File: src/tasmr_pkg.sv
// Shared constants, register indexes and control/status types of the axis reduction block.
`timescale 1ns / 1ps
package tasmr_pkg;

    localparam int MAX_INNER  = 256;
    localparam int SLOT_W     = $clog2(MAX_INNER);
    localparam int INNER_W    = 9;
    localparam int COUNT_W    = 16;
    localparam int DATA_W     = 32;
    localparam int ACC_W      = 48;
    localparam int CFG_IDX_W  = 2;
    localparam int CFG_DATA_W = 16;
    localparam int DIV_STEPS  = ACC_W;
    localparam int STEP_W     = $clog2(DIV_STEPS);

    localparam logic [CFG_IDX_W-1:0] REG_OUTER_COUNT   = 2'd0;
    localparam logic [CFG_IDX_W-1:0] REG_REDUCE_LENGTH = 2'd1;
    localparam logic [CFG_IDX_W-1:0] REG_INNER_COUNT   = 2'd2;
    localparam logic [CFG_IDX_W-1:0] REG_MEAN_MODE     = 2'd3;

    typedef struct packed {
        logic               elem_load;
        logic [SLOT_W-1:0]  rd_slot;
        logic               acc_en;
        logic               first;
        logic               div_start;
        logic               div_step;
        logic               load_out;
        logic               mean_mode;
        logic               final_flag;
        logic [COUNT_W-1:0] divisor;
    } t_dp_cmd;

    typedef struct packed {
        logic out_free;
    } t_dp_status;

endpackage

File: src/tasmr_ctrl.sv
// Controller: configuration registers, tensor position counters and the sequencing state machine.
`timescale 1ns / 1ps
module tasmr_ctrl (
    input  logic                                i_clk,
    input  logic                                i_rst_n,
    input  logic                                i_in_valid,
    output logic                                o_in_stall,
    input  logic                                i_cfg_we,
    input  logic [tasmr_pkg::CFG_IDX_W-1:0]     i_cfg_index,
    input  logic [tasmr_pkg::CFG_DATA_W-1:0]    i_cfg_data,
    input  tasmr_pkg::t_dp_status               i_status,
    output tasmr_pkg::t_dp_cmd                  o_cmd
);
    import tasmr_pkg::*;

    localparam logic [2:0] S_IDLE  = 3'd0;
    localparam logic [2:0] S_ACC   = 3'd1;
    localparam logic [2:0] S_DINIT = 3'd2;
    localparam logic [2:0] S_DIV   = 3'd3;
    localparam logic [2:0] S_OUT   = 3'd4;

    logic [COUNT_W-1:0] r_outer_count;
    logic [COUNT_W-1:0] r_reduce_length;
    logic [INNER_W-1:0] r_inner_count;
    logic               r_mean_mode;

    logic [SLOT_W-1:0]  r_ipos;
    logic [COUNT_W-1:0] r_rpos;
    logic [COUNT_W-1:0] r_opos;

    logic [2:0]         r_state;
    logic [2:0]         n_state;
    logic [STEP_W-1:0]  r_step;
    logic               r_first;
    logic               r_last;
    logic               r_final;

    logic [COUNT_W-1:0] w_n_outer;
    logic [COUNT_W-1:0] w_n_red;
    logic [INNER_W-1:0] w_n_inner;
    logic               w_last_in;
    logic               w_last_red;
    logic               w_last_out;
    logic               w_accept;

    // A count of zero acts as one; the inner count is capped at the slot count.
    always_comb begin
        w_n_outer = (r_outer_count == '0) ? COUNT_W'(1) : r_outer_count;
        w_n_red   = (r_reduce_length == '0) ? COUNT_W'(1) : r_reduce_length;
        if (r_inner_count == '0) begin
            w_n_inner = INNER_W'(1);
        end else if (r_inner_count > INNER_W'(MAX_INNER)) begin
            w_n_inner = INNER_W'(MAX_INNER);
        end else begin
            w_n_inner = r_inner_count;
        end
    end

    assign w_last_in  = ({1'b0, r_ipos} == (w_n_inner - INNER_W'(1)));
    assign w_last_red = (r_rpos == (w_n_red - COUNT_W'(1)));
    assign w_last_out = (r_opos == (w_n_outer - COUNT_W'(1)));
    assign w_accept   = i_in_valid && (r_state == S_IDLE);
    assign o_in_stall = (r_state != S_IDLE);

    always_ff @(posedge i_clk) begin
        if (!i_rst_n) begin
            r_outer_count   <= COUNT_W'(1);
            r_reduce_length <= COUNT_W'(1);
            r_inner_count   <= INNER_W'(1);
            r_mean_mode     <= 1'b0;
            r_ipos          <= '0;
            r_rpos          <= '0;
            r_opos          <= '0;
        end else if (i_cfg_we) begin
            unique case (i_cfg_index)
                REG_OUTER_COUNT:   r_outer_count   <= i_cfg_data;
                REG_REDUCE_LENGTH: r_reduce_length <= i_cfg_data;
                REG_INNER_COUNT:   r_inner_count   <= i_cfg_data[INNER_W-1:0];
                REG_MEAN_MODE:     r_mean_mode     <= i_cfg_data[0];
            endcase
            r_ipos <= '0;
            r_rpos <= '0;
            r_opos <= '0;
        end else if (w_accept) begin
            if (w_last_in) begin
                r_ipos <= '0;
                if (w_last_red) begin
                    r_rpos <= '0;
                    r_opos <= w_last_out ? '0 : r_opos + COUNT_W'(1);
                end else begin
                    r_rpos <= r_rpos + COUNT_W'(1);
                end
            end else begin
                r_ipos <= r_ipos + SLOT_W'(1);
            end
        end
    end

    always_ff @(posedge i_clk) begin
        if (w_accept) begin
            r_first <= (r_rpos == '0);
            r_last  <= w_last_red;
            r_final <= w_last_out && w_last_in;
        end
        if (r_state == S_DINIT) begin
            r_step <= '0;
        end else if (r_state == S_DIV) begin
            r_step <= r_step + STEP_W'(1);
        end
    end

    always_ff @(posedge i_clk) begin
        if (!i_rst_n) begin
            r_state <= S_IDLE;
        end else begin
            r_state <= n_state;
        end
    end

    always_comb begin
        n_state = r_state;
        unique case (r_state)
            S_IDLE: begin
                if (w_accept) begin
                    n_state = S_ACC;
                end
            end
            S_ACC: begin
                if (!r_last) begin
                    n_state = S_IDLE;
                end else if (r_mean_mode) begin
                    n_state = S_DINIT;
                end else begin
                    n_state = S_OUT;
                end
            end
            S_DINIT: n_state = S_DIV;
            S_DIV: begin
                if (r_step == STEP_W'(DIV_STEPS - 1)) begin
                    n_state = S_OUT;
                end
            end
            S_OUT: begin
                if (i_status.out_free) begin
                    n_state = S_IDLE;
                end
            end
            default: n_state = S_IDLE;
        endcase
    end

    always_comb begin
        o_cmd            = '0;
        o_cmd.elem_load  = w_accept;
        o_cmd.rd_slot    = r_ipos;
        o_cmd.acc_en     = (r_state == S_ACC);
        o_cmd.first      = r_first;
        o_cmd.div_start  = (r_state == S_DINIT);
        o_cmd.div_step   = (r_state == S_DIV);
        o_cmd.load_out   = (r_state == S_OUT) && i_status.out_free;
        o_cmd.mean_mode  = r_mean_mode;
        o_cmd.final_flag = r_final;
        o_cmd.divisor    = w_n_red;
    end

endmodule

File: config.mk
export PLATFORM = sky130hd
export DESIGN_NAME = tasmr_ctrl
export DESIGN_NICKNAME = d
export VERILOG_FILES = /design/src/tasmr_pkg.sv /design/src/tasmr_ctrl.sv
export SDC_FILE = /design/constraint.sdc
export NUM_CORES = 1
export LEC_CHECK = 0
export BUFFER_PORTS_ARGS = -buffer_cell sky130_fd_sc_hd__buf_2
export CORE_MARGIN = 1
export CORE_UTILIZATION = 50
export CTS_CLUSTER_DIAMETER = 60
export DETAILED_ROUTE_END_ITERATION = 8
export PLACE_DENSITY = 0.81
export SYNTH_ARGS = -nofsm -noshare
export SYNTH_HDL_FRONTEND = slang
export SYNTH_SLANG_ARGS = --single-unit
File: constraint.sdc
create_clock -name i_clk -period 5.5 [get_ports i_clk]
set_input_delay 0 -clock i_clk [delete_from_list [all_inputs] [get_ports i_clk]]
set_output_delay 0 -clock i_clk [all_outputs]
set_load 0.05 [all_outputs]
# [Word-level counts from Yosys, hierarchy flattened]
# Cells that the tools add are included.
[word_totals] regBits=94 wordCells=66
[classes] reduce_logical=18 muxes=13 addsub=7 bitwise=1 eq_ne=14 order_cmp=1
[op_table] cell="2-to-1 mux 16 bit" n=4
[op_table] cell="zero test 16 bit" n=3
[op_table] cell="adder 16 x 1 -> 16 bit, second input constant" n=2
[op_table] cell="equality test 16 bit" n=2
[op_table] cell="subtractor 16 x 1 -> 16 bit, second input constant" n=2
[op_table] cell="2-to-1 mux 9 bit" n=2
[op_table] cell="2-to-1 mux 3 bit" n=5
[op_table] cell="one-hot mux 3 bit (5 select lines)" n=1
[op_table] cell="AND reduction 2 bit" n=5
[op_table] cell="equality test 8 x 9 -> 1 bit" n=1
[op_table] cell="greater-than comparator 9 bit, second input constant" n=1
[op_table] cell="zero test 9 bit" n=1
[op_table] cell="subtractor 9 x 1 -> 9 bit, second input constant" n=1
[op_table] cell="adder 8 x 1 -> 8 bit, second input constant" n=1
[op_table] cell="2-to-1 mux 8 bit" n=1
[op_table] cell="adder 6 x 1 -> 6 bit, second input constant" n=1
[op_table] cell="equality test 3 x 2 -> 1 bit, second input constant" n=2
[op_table] cell="equality test 6 bit, second input constant" n=1
[op_table] cell="AND reduction 3 bit" n=2
[op_table] cell="equality test 2 bit, second input constant" n=2
[op_table] cell="inequality test 2 bit, second input constant" n=2
[op_table] cell="equality test 3 x 1 -> 1 bit, second input constant" n=1
[op_table] cell="equality test 3 bit, second input constant" n=1
[op_table] cell="logical AND 1 bit" n=3
[op_table] cell="other kinds (7)" n=7

# [Longest topological paths before layout]
[depth] ltp_word=6 mapped_depth=14

# [Worst setup path after synthesis]
# OpenSTA, ideal clock, no wires.
[synth_path] path_kind="register -> register" from="register r_reduce_length[8]" to="register r_opos[0]" path_stages_with_launch=14 path_slack_ns=1.714 t_arrival_ns=3.665 cell_sequence="dfxtp_1 clkbuf_1 or4_1 nor3_1 a21oi_1 ha_1 nor3b_1 or4b_1 a211o_1 a2111oi_4 nand4_4 o21ai_4 inv_1 mux2_2"
[synth_via] elab_chain_cells=5
[synth_lines] element="start, declared" line_no="tasmr_ctrl.sv:23" rtl="logic [COUNT_W-1:0] r_reduce_length;"
[synth_lines] element="start signal, assigned" line_no="tasmr_ctrl.sv:77" rtl="REG_REDUCE_LENGTH: r_reduce_length <= i_cfg_data;"
[synth_lines] element="zero test 16 bit" line_no="tasmr_ctrl.sv:49" rtl="w_n_red = (r_reduce_length == '0) ? COUNT_W'(1) : r_reduce_length;"
[synth_lines] element="2-to-1 mux 16 bit *" line_no="tasmr_ctrl.sv:49"
[synth_lines] element="subtractor 16 x 1 -> 16 bit *" line_no="tasmr_ctrl.sv:60" rtl="assign w_last_red = (r_rpos == (w_n_red - COUNT_W'(1)));"
[synth_lines] element="equality test 16 bit *" line_no="tasmr_ctrl.sv:60"
[synth_lines] element="AND reduction 3 bit (no source line) *"
[synth_lines] element="end signal, assigned" line_no="tasmr_ctrl.sv:89" rtl="r_opos <= w_last_out ? '0 : r_opos + COUNT_W'(1);"
[synth_lines] element="end, declared" line_no="tasmr_ctrl.sv:29" rtl="logic [COUNT_W-1:0] r_opos;"
# Every way passes the cells marked *; elsewhere a longest branch is shown, timed or not.
# A chain may end at the register's enable or synchronous reset.

# [Worst setup path in the final report]
# Same ends and word-level chain as after synthesis.

==> impl.org <==
** Run status
- The flow ran to the end, and the final reports show no timing, DRC or antenna violations.

** Cells and area
- Synth-to-Final Area Change :: 12.3%
- Ant diodes :: 0
- In the final layout, the share of cells above drive strength 1 is ~12%.
- In the final design database the tool counted 779 nets.
- Final non-filler cell area :: between 6000 and 7000 sq um
- The sequential cells in the finished layout cover a total of approximately 1900 sq um.
- After filler insertion, the fill cell instance count of the layout stands at between 900 and 1k.
- The multi-input combinational cells in the finished layout cover a total of ~3500 sq um.

** Pwr
- Overall power after layout :: 1.66 mW
- Leakage :: 2.41 nW
- Across the VDD grid, the largest voltage drop is approximately 210 uV.
- Power per Cell Area :: between 200 and 300 nW/um^2

** Logic synthesis
- Counting distinct cell types in the post-synthesis netlist gives 71.
- Synth Area in Compound Gates :: between 15 and 20%
- Of all flip-flops after synthesis, the portion carrying an async set or reset was 0%.
- Summing the areas of all fa, ha and maj instances in the mapped netlist gives ~1.8% of the synthesized area.
- Yosys mapped a number of flops with a built-in enable equal to 3.
- Each instance of the synthesized netlist takes up on average between 7 and 8 sq um.
- Of the total synthesized cell area, the portion taken by XOR and XNOR cells is between 10% and 20%.
- Dominant combinational cell family by area after synthesis :: simple AND/OR/NAND/NOR gates
- Cell count after synthesis :: approximately 720
- Top cells by area in the synthesized netlist :: sky130_fd_sc_hd__dfxtp_1, sky130_fd_sc_hd__nand2_1, sky130_fd_sc_hd__xnor2_1
- The mapped netlist covers 5700 sq um.
- Total of warnings raised by yosys :: 0
- Cell taking the most area after synthesis :: sky130_fd_sc_hd__dfxtp_1
- In this run the biggest area consumer among cell types represents 31.9% of the synthesized area.
- Area share of and/or/nand/nor cells after synthesis :: 29.6%
- Syn nets :: roughly 760
- In the synthesized netlist the dominant register cell turns out to be sky130_fd_sc_hd__dfxtp_1.
- In the synthesized netlist, mux cells make up under 10% of the area.
- Sequential elements use ~34% of the synthesized area.
- #FFs+latches synth :: 94

** Global route
- Number of antenna violations at the first check in global routing :: 0
- met2 is the most crowded layer.
- For met1 alone, demand over resource in global routing was 33.8%.
- Gr usage total :: a little over a quarter
- Overall overflow remaining after global route :: 0
- First-pass GRT wire length :: roughly 24 mm
- GR Util met3 :: 5.20%
- The via count of the first global-routing pass is between 4k and 5k.
- For met2 alone, demand over resource in global routing was a little over two fifths.
- Entering global routing, the biggest net connects 48 pins.

** Clock tree
- The clock net in this run drives a total of 94 sinks.
- Clock latency of the later-clocked register in the worst-skew pair :: between 0.3 and 0.4 ns
- Max Buffers Root-to-Sink :: 2
- CTS tree :: yes
- After clock tree synthesis, the clock-pin slew on the worst setup and hold paths is approximately 0.060 ns.
- Count of cells resized by post-cts repair :: 0
- CTS H-tree lvls :: 3
- TritonCTS created 9 clock buffers.
- The tree is rooted in a sky130_fd_sc_hd__clkbuf_16.
- After clock tree synthesis, the setup repair step added 0 buffers.

** Die
- Ports placed on the boundary :: 56
- Vertical die dimension :: between 100 and 150 microns
- Die width :: about 110 microns
- The initial utilization of the core area, before any placement, comes to roughly half.
- Site Rows :: 38
- Core area :: around 11000 sq um
- The die covers between 10000 and 15000 sq um.

** Place
- Summed over all nets, the half-perimeter wirelength after detailed placement is ~11 mm.
- In this run the tool buffered the top-level ports with between 50 and 60 buffer cells.
- Routability-driven placement congestion ratio :: between 0.9 and 1
- Post-Place Cell Area :: 5910 sq um

** Drt
- DRT Wirelength :: 15.3 mm
- Dividing the detail-routed via count by the number of cells gives a little over 6.
- Average wire length per cell after detail routing :: 17.1 microns
- Drt drc :: 0
- Detail Route Antenna Nets :: 0
- Count of routing violations after the opening detailed-route iteration :: about 450
- Vias :: 5438
- DR pass1 iterations :: 5

** Run
- Max cap viols :: 0

** STA
- Final period util :: 81.5%
- For the pin with the worst max-slew slack, the measured transition is around 1.1 ns.
- FMAX :: around 220 MHz
- The final-report max-slew violation count came to 0.
- Clock period minus worst slack :: 4.48 ns
- Setup repair after global routing missed its margin :: no
- Setup violations remaining at the end of the flow were counted as 0.
- Summed over all failing endpoints, the final setup total negative slack is 0 ns.
- Measured against its own limit, the worst slew margin works out to a little under a quarter.
- Number of hold-slack violations in the final timing report :: 0
- Setup skew after layout :: about 0.010 ns

** Setup path
- Data on the critical path is required at its endpoint by around 5.7 ns.
- In this run the worst path has a maximum fanout of 19.
- The worst setup path is captured at a register.
- The worst setup path is launched from a register.
- The critical path is of the reg2reg type.
- Data arrival time of the worst path :: 4.72 ns

** Worst hold path
- Tightest Hold Check Type :: in2reg
-- worst max-delay path: stages (launching register included) --
cell and delay, ns:
sky130_fd_sc_hd__dfxtp_1 0.50, sky130_fd_sc_hd__or4_1 0.24, sky130_fd_sc_hd__nor3_1 0.08, sky130_fd_sc_hd__a21oi_1 0.20, sky130_fd_sc_hd__ha_1 0.25, sky130_fd_sc_hd__nor3b_1 0.70
sky130_fd_sc_hd__or4b_1 0.53, sky130_fd_sc_hd__a211o_1 0.28, sky130_fd_sc_hd__a2111oi_4 0.42, sky130_fd_sc_hd__nand4_4 0.26, sky130_fd_sc_hd__o21ai_4 0.50, sky130_fd_sc_hd__inv_1 0.12
sky130_fd_sc_hd__mux2_2 0.28
-- layout make-up --
class                   count  area share, %
well taps                 140           2.73
flip-flops and latches     94           29.8
clock inverters             5           1.29
repair buffers             72           6.95
inverters                  24           1.41
multi-input cells         547           54.0
clock buffers              11           3.79
-- kinds of logic (layout without fill, tap and decap cells) --
family	Yosys count	after routing
simple gates	331	331
compound gates	129	129
flops	94	94
buf+inv	83	112
xor+xnor	72	72
fa+ha+maj	8	8
mux	7	7
-- power by group --
part | switching [mW] | internal (mW) | total (mW)
sequential | 0.0256 | 0.701 | 0.727
combinational | 0.165 | 0.0923 | 0.258
clock | 0.268 | 0.412 | 0.679
total | 0.459 | 1.21 | 1.66
-- flip-flops by register name (all words and copies together) (netlist names), 3 cells and up --
name / count
r_inner_count: 9
r_ipos: 8
r_opos: 16
r_outer_count: 16
r_reduce_length: 16
r_rpos: 16
r_state: 3
r_step: 6
-- path summary, 6_finish.rpt --
kind | endpoint | from | slack [ns] | depth (start not counted)
worst min-delay path | r_state[2]$_SDFFE_PN0P_ | i_status | 0.02 | 4
worst min register to register | r_step[4]$_SDFFE_PP0P_ | r_step[4]$_SDFFE_PP0P_ | 0.50 | 2
worst max-delay path | r_opos[0]$_SDFFE_PP0P_ | r_reduce_length[8]$_SDFFE_PN0P_ | 1.02 | 12
worst max register to register | r_opos[0]$_SDFFE_PP0P_ | r_reduce_length[8]$_SDFFE_PN0P_ | 1.02 | 12
-- layer usage --
metal / share of wire, % / wire [microns] / vias up
li1: - / - / 2591
met1: 43 / 6620 / 2621
met2: 48 / 7250 / 199
met3: 7.3 / 1110 / 27
met4: 1.8 / 273 / 0
met5: 0 / 0 / -
-- cells in the mapped netlist (9+ instances only) --
master,count
sky130_fd_sc_hd__dfxtp_1,91
sky130_fd_sc_hd__nor4_1,22
sky130_fd_sc_hd__or3_1,13
sky130_fd_sc_hd__nand2_1,113
sky130_fd_sc_hd__clkbuf_1,51
sky130_fd_sc_hd__xor2_1,32
sky130_fd_sc_hd__a21oi_1,15
sky130_fd_sc_hd__nor2_1,63
sky130_fd_sc_hd__a21boi_0,38
sky130_fd_sc_hd__inv_1,24
sky130_fd_sc_hd__xnor2_1,40
sky130_fd_sc_hd__nand4_1,21
sky130_fd_sc_hd__and3_1,13
sky130_fd_sc_hd__nand3_1,22
sky130_fd_sc_hd__and4_1,9
sky130_fd_sc_hd__nor3_1,16
sky130_fd_sc_hd__o21ai_0,17
-- layout by cell type, fill, tap and decap left out, types with 9 or more instances in the layout --
cell type / Yosys / layout
sky130_fd_sc_hd__nand2_1: 113 / 113
sky130_fd_sc_hd__dfxtp_1: 91 / 91
sky130_fd_sc_hd__nor2_1: 63 / 63
sky130_fd_sc_hd__buf_2: 3 / 55
sky130_fd_sc_hd__xnor2_1: 40 / 40
sky130_fd_sc_hd__a21boi_0: 38 / 38
sky130_fd_sc_hd__xor2_1: 32 / 32
sky130_fd_sc_hd__inv_1: 24 / 24
sky130_fd_sc_hd__nand3_1: 22 / 22
sky130_fd_sc_hd__nor4_1: 22 / 22
sky130_fd_sc_hd__nand4_1: 21 / 21
sky130_fd_sc_hd__o21ai_0: 17 / 17
sky130_fd_sc_hd__dlygate4sd3_1: 0 / 17
sky130_fd_sc_hd__nor3_1: 16 / 16
sky130_fd_sc_hd__a21oi_1: 15 / 15
sky130_fd_sc_hd__and3_1: 13 / 13
sky130_fd_sc_hd__or3_1: 13 / 13
sky130_fd_sc_hd__and4_1: 9 / 9
sky130_fd_sc_hd__clkbuf_16: 0 / 9
-- through the flow --
stage | util (%) | hold WS, ns | std cells | worst slack (ns)
4_1_cts | 58.3 | 0.00961 | 893 | 1.05
3_5_place_dp | 53.8 | 0.293 | 860 | 1.08
2_1_floorplan | - | 0.124 | 724 | 1.71
5_1_grt | 58.3 | 0.0486 | 893 | 0.775
3_3_place_gp | 53.8 | 0.285 | 860 | 1.27
6_report | 58.3 | 0.0160 | 893 | 1.02
-- what timing repair did --
action | 4_1_cts | 5_1_grt
hold endpoints to repair | 42 | 0
hold buffers | 17 | 0
endpoints found under the setup margin | 0 | 0
(Power assumes the default switching activity.)
